===== src/hdl/plq_pkg.sv =====
// Shared types, widths and helpers of the price level order queue.
package plq_pkg;

  localparam int SLOTS_DEF = 64;
  localparam int ID_W      = 32;
  localparam int QTY_W     = 32;
  localparam int HANDLE_W  = 6;
  localparam int SUM_W     = 38;
  localparam int MAP_W     = 64;
  localparam int COL_W     = 6;

  typedef enum logic [1:0] {
    OP_PUSH   = 2'd0,
    OP_POP    = 2'd1,
    OP_REMOVE = 2'd2,
    OP_CLEAR  = 2'd3
  } op_t;

  typedef enum logic [1:0] {
    ST_OK         = 2'd0,
    ST_EMPTY      = 2'd1,
    ST_FULL       = 2'd2,
    ST_BAD_HANDLE = 2'd3
  } status_t;

  typedef struct packed {
    logic id;
    logic qty;
    logic nxt;
    logic prv;
  } node_we_t;

  typedef struct packed {
    logic rd;
    logic wr;
    logic clr;
  } map_ctl_t;

  // index of the lowest set bit of a map word
  function automatic logic [COL_W-1:0] lowest_set(input logic [MAP_W-1:0] x);
    logic [MAP_W-1:0] iso;
    logic [COL_W-1:0] idx;
    iso = x & (~x + MAP_W'(1));
    idx = '0;
    for (int b = 0; b < MAP_W; b++) begin
      if (iso[b]) idx = idx | COL_W'(b);
    end
    return idx;
  endfunction

endpackage


===== src/hdl/plq_node_mem.sv =====
// Node RAM: order id, quantity and both links per slot, with per-field write enables.
module plq_node_mem #(
  parameter int SLOTS = plq_pkg::SLOTS_DEF,
  localparam int SW   = $clog2(SLOTS)
) (
  input  logic                      clk,
  input  logic                      rd_en,
  input  logic [SW-1:0]             rd_addr,
  output logic [plq_pkg::ID_W-1:0]  rd_id,
  output logic [plq_pkg::QTY_W-1:0] rd_qty,
  output logic [SW-1:0]             rd_nxt,
  output logic [SW-1:0]             rd_prv,
  input  plq_pkg::node_we_t         we,
  input  logic [SW-1:0]             wr_addr,
  input  logic [plq_pkg::ID_W-1:0]  wr_id,
  input  logic [plq_pkg::QTY_W-1:0] wr_qty,
  input  logic [SW-1:0]             wr_nxt,
  input  logic [SW-1:0]             wr_prv
);

  localparam int PRV_LO = 0;
  localparam int NXT_LO = SW;
  localparam int QTY_LO = 2 * SW;
  localparam int ID_LO  = QTY_LO + plq_pkg::QTY_W;
  localparam int NODE_W = ID_LO + plq_pkg::ID_W;

  logic [NODE_W-1:0] node_mem [SLOTS];
  logic [NODE_W-1:0] rd_data_r;

  always_ff @(posedge clk) begin
    if (we.id)  node_mem[wr_addr][ID_LO +: plq_pkg::ID_W]   <= wr_id;
    if (we.qty) node_mem[wr_addr][QTY_LO +: plq_pkg::QTY_W] <= wr_qty;
    if (we.nxt) node_mem[wr_addr][NXT_LO +: SW]             <= wr_nxt;
    if (we.prv) node_mem[wr_addr][PRV_LO +: SW]             <= wr_prv;
    if (rd_en)  rd_data_r <= node_mem[rd_addr];
  end

  assign rd_id  = rd_data_r[ID_LO +: plq_pkg::ID_W];
  assign rd_qty = rd_data_r[QTY_LO +: plq_pkg::QTY_W];
  assign rd_nxt = rd_data_r[NXT_LO +: SW];
  assign rd_prv = rd_data_r[PRV_LO +: SW];

endmodule


===== config.mk =====
export PLATFORM = sky130hd
export DESIGN_NAME = plq_node_mem
export DESIGN_NICKNAME = d
export VERILOG_FILES = /design/src/hdl/plq_pkg.sv /design/src/hdl/plq_node_mem.sv
export SDC_FILE = /design/constraint.sdc
export NUM_CORES = 2
export LEC_CHECK = 0
export ABC_CLOCK_PERIOD_IN_PS = 6100
export BUFFER_PORTS_ARGS = -buffer_cell sky130_fd_sc_hd__buf_2
export CORE_MARGIN = 2
export CORE_UTILIZATION = 50
export CTS_CLUSTER_DIAMETER = 60
export CTS_CLUSTER_SIZE = 30
export DETAILED_ROUTE_END_ITERATION = 6
export PLACE_DENSITY = 0.65
export SLEW_MARGIN = 25
export SYNTH_ARGS = -nofsm -noshare
export SYNTH_HDL_FRONTEND = slang
export SYNTH_MEMORY_MAX_BITS = 65536
export SYNTH_SLANG_ARGS = --single-unit

===== constraint.sdc =====
create_clock -name clk -period 6.1 [get_ports clk]
set_clock_uncertainty 0.1 [all_clocks]
set_input_delay 1.525 -clock clk [delete_from_list [all_inputs] [get_ports clk]]
set_output_delay 1.525 -clock clk [all_outputs]
set_load 0.02 [all_outputs]

==> impl_metrics.json <==
{
  "status": "finished, violations left",
  "violations": "design-rule violations",
  "hp-class": "reg -> reg",
  "ir_worst_vdd_v": 0.000268,
  "dp_hpwl_microns": 297000,
  "synth_most_common_cell": "edfxtp_1",
  "worstPathMaxFanout": 23,
  "swShare_pct": 23.5,
  "hold_depth": 4,
  "p_int_mw": 49.9,
  "avgSynthCellArea_sq_um": 23.5,
  "drive_above_1_share_pct": 28.5,
  "die_w_microns": 616,
  "cts-buffers-inserted": 315,
  "grt_max_degree": 99,
  "worstPathRequired_ps": 6670,
  "p_leak_nw": 64.1,
  "end_kind": "flip-flop",
  "period_minus_slack_ps": 4120,
  "worst_hold_slack_ps": 788,
  "rsz0062_at_grt": "false",
  "grt_first_pass_wirelength_microns": 699000,
  "routed_via_density": 6.60,
  "fillers": 27080,
  "p_comb_share_pct": 5.2,
  "gr-total-overflow": 0,
  "grt_usage_pct": 26.2,
  "cp.depth": 5,
  "syn2layout_area_growth_pct": 10.7,
  "dr.first_iter.drc_count": 13154,
  "ant_nets": 0,
  "cp_data_arrival_time_ps": 4690,
  "ys_top_cells_by_area": "edfxtp_1 79%, mux4_2 15%, a22oi_1 1.2%",
  "synth_edf_count": 4940,
  "initial_core_util_pct": 50.3,
  "seq_area_frac_synth_pct": 79.1,
  "dieArea_sq_um": 380000,
  "tightest_slew_ps": 1160,
  "power_density_nw_per_um2": 314,
  "path_class": "in -> reg",
  "slew_violations": 0,
  "fin_util_pct": 55.7,
  "yosysWarnings": 0,
  "io_pins": 170,
  "core_sq_um": 373000,
  "critPathLaunchType": "input pin",
  "crit_buf_inv": 2,
  "synth.largest_area_cell": "edfxtp_1",
  "synth_fp_nets": 8079,
  "drc": 589,
  "cts.reportedPaths.clkPinSlew_ps": 90,
  "fin_tns_setup_ps": 0,
  "path_cells": "buf_2, or3b_2, nor2_1, and2_2, buf_4",
  "nets": 8426,
  "synth_seq_cells": 4940,
  "setup_viol": 0,
  "post-cts-setup-buffer-count": 0,
  "synth_common_cells": "4940 x edfxtp_1, 1216 x mux4_2, 304 x a22oi_1",
  "synth_ff_type": "edfxtp_1",
  "critPathSlowestCell": "and2_2",
  "critPathTopFamily": "simple AND/OR/NAND/NOR gates",
  "wire_per_inst_microns": 36.9,
  "synth_area_sq_um": 187000,
  "finalCritPeriodShare_pct": 67.6,
  "yosysTopAreaCellShare_pct": 79.1,
  "cts_hold_buf": 0,
  "clockBufferDepth": 4,
  "routed_wl_microns": 502000,
  "clock_sinks": 4940,
  "timing.max_cap.violations": 0,
  "ys_async_sr_fraction_pct": 0,
  "final-hold-violation-count": 0,
  "vias": 89709,
  "die_h_microns": 616,
  "cts-htree-levels": 5,
  "cts_tree": "built",
  "place.gp.congestion": 0.834,
  "antenna_found_initial": 38,
  "io_buffers": 169,
  "cts_resized": 0,
  "rows": 224,
  "pwr-share-clk_pct": 37.0,
  "fmax_mhz": 243,
  "pwr-share-seq_pct": 57.8,
  "cp_slowest_stage_delay_ps": 980,
  "root_buffer": "clkbuf_16",
  "first_pass_iters": 7,
  "max_slew_margin_pct": 22.1,
  "grt_pass1_vias": 89233,
  "reg2regPathDepth": 4,
  "yosysUniqueCellTypes": 30,
  "insertion_delay_ps": 990,
  "switching_power_mw": 15.3,
  "synthCells": 7985
}
[registers in the layout, summed over array words and instances (netlist names)]
register / count
rd_data_r: 76
node_mem: 4864
[metrics by stage]
step | area, sq um | power (mW) | instances | worst slack [ps]
2_1_floorplan | 187000 | 40.3 | 7985 | 2260
4_1_cts | 207000 | 65.5 | 13570 | 2280
3_5_place_dp | 196000 | 41.9 | 12986 | 1220
5_1_grt | 208000 | 66.8 | 13580 | 2210
6_report | 208000 | 65.2 | 13601 | 1980
3_3_place_gp | 196000 | 41.8 | 12983 | 1190
[worst min-delay path, cell delays in order, from the launching register on]
cell	delay, ps
edfxtp_1	320
mux4_2	230
a22oi_1	60
nand3_1	80
o211a_1	140
[worst paths after layout]
path	to	slack [ps]	start
min reg2reg	rd_data_r[42]	790	node_mem[62][42]
max reg2reg	rd_data_r[32]	3920	node_mem[15][32]
max	node_mem[60][50]	1980	wr_addr[2]
min	rd_data_r[42]	790	node_mem[62][42]
[metal layers]
metal  track usage [%]  up-vias  wire, microns
met5             0.606        -            437
met3              4.94      755          46700
met4              6.53       20          13200
li1                  -    35051              -
met2              43.6     4879         251000
met1              36.0    49004         191000
[layout make-up]
| class | instances | area, sq um | area share [%] |
|---|---|---|---|
| Multi-Input combinational cell | 2570 | 37100 | 17.9 |
| Inverter | 1 | 3.75 | 0.00181 |
| Tap cell | 4972 | 6220 | 3.00 |
| Sequential cell | 4940 | 148000 | 71.5 |
| Clock inverter | 256 | 3530 | 1.70 |
| Clock buffer | 328 | 7970 | 3.84 |
| Antenna cell | 30 | 75.1 | 0.0362 |
| Timing Repair Buffer | 504 | 4310 | 2.08 |
[kinds of logic (layout without fill, tap and decap cells)]
| group | after synthesis | count (layout) | synth area share (%) |
|---|---|---|---|
| compound gates | 665 | 665 | 2.69 |
| buf+inv | 475 | 1089 | 1.24 |
| flops | 4940 | 4940 | 79.1 |
| mux | 1351 | 1351 | 15.3 |
| other cells | 0 | 30 | 0 |
| simple gates | 554 | 554 | 1.61 |
[power groups by stage]
stage | clock, mW | sequential (mW) | combinational, mW
detailed placement | 0 | 38.5 | 3.40
global placement | 0 | 38.5 | 3.32
finish | 24.1 | 37.7 | 3.40
floorplan | 0 | 38.5 | 1.76
CTS | 24.3 | 37.7 | 3.40
global route | 25.4 | 37.8 | 3.57
[cell usage in the layout, fill, tap and decap left out, types with 90 or more instances in the layout]
master	instances
mux2i_1	135
edfxtp_1	4940
and2_1	126
nand3_1	154
mux4_2	1216
a22oi_1	304
nor2_1	93
clkbuf_16	317
buf_2	90
o22ai_1	129
buf_4	353
and2_2	97
Power figures use the tool's default switching activity.
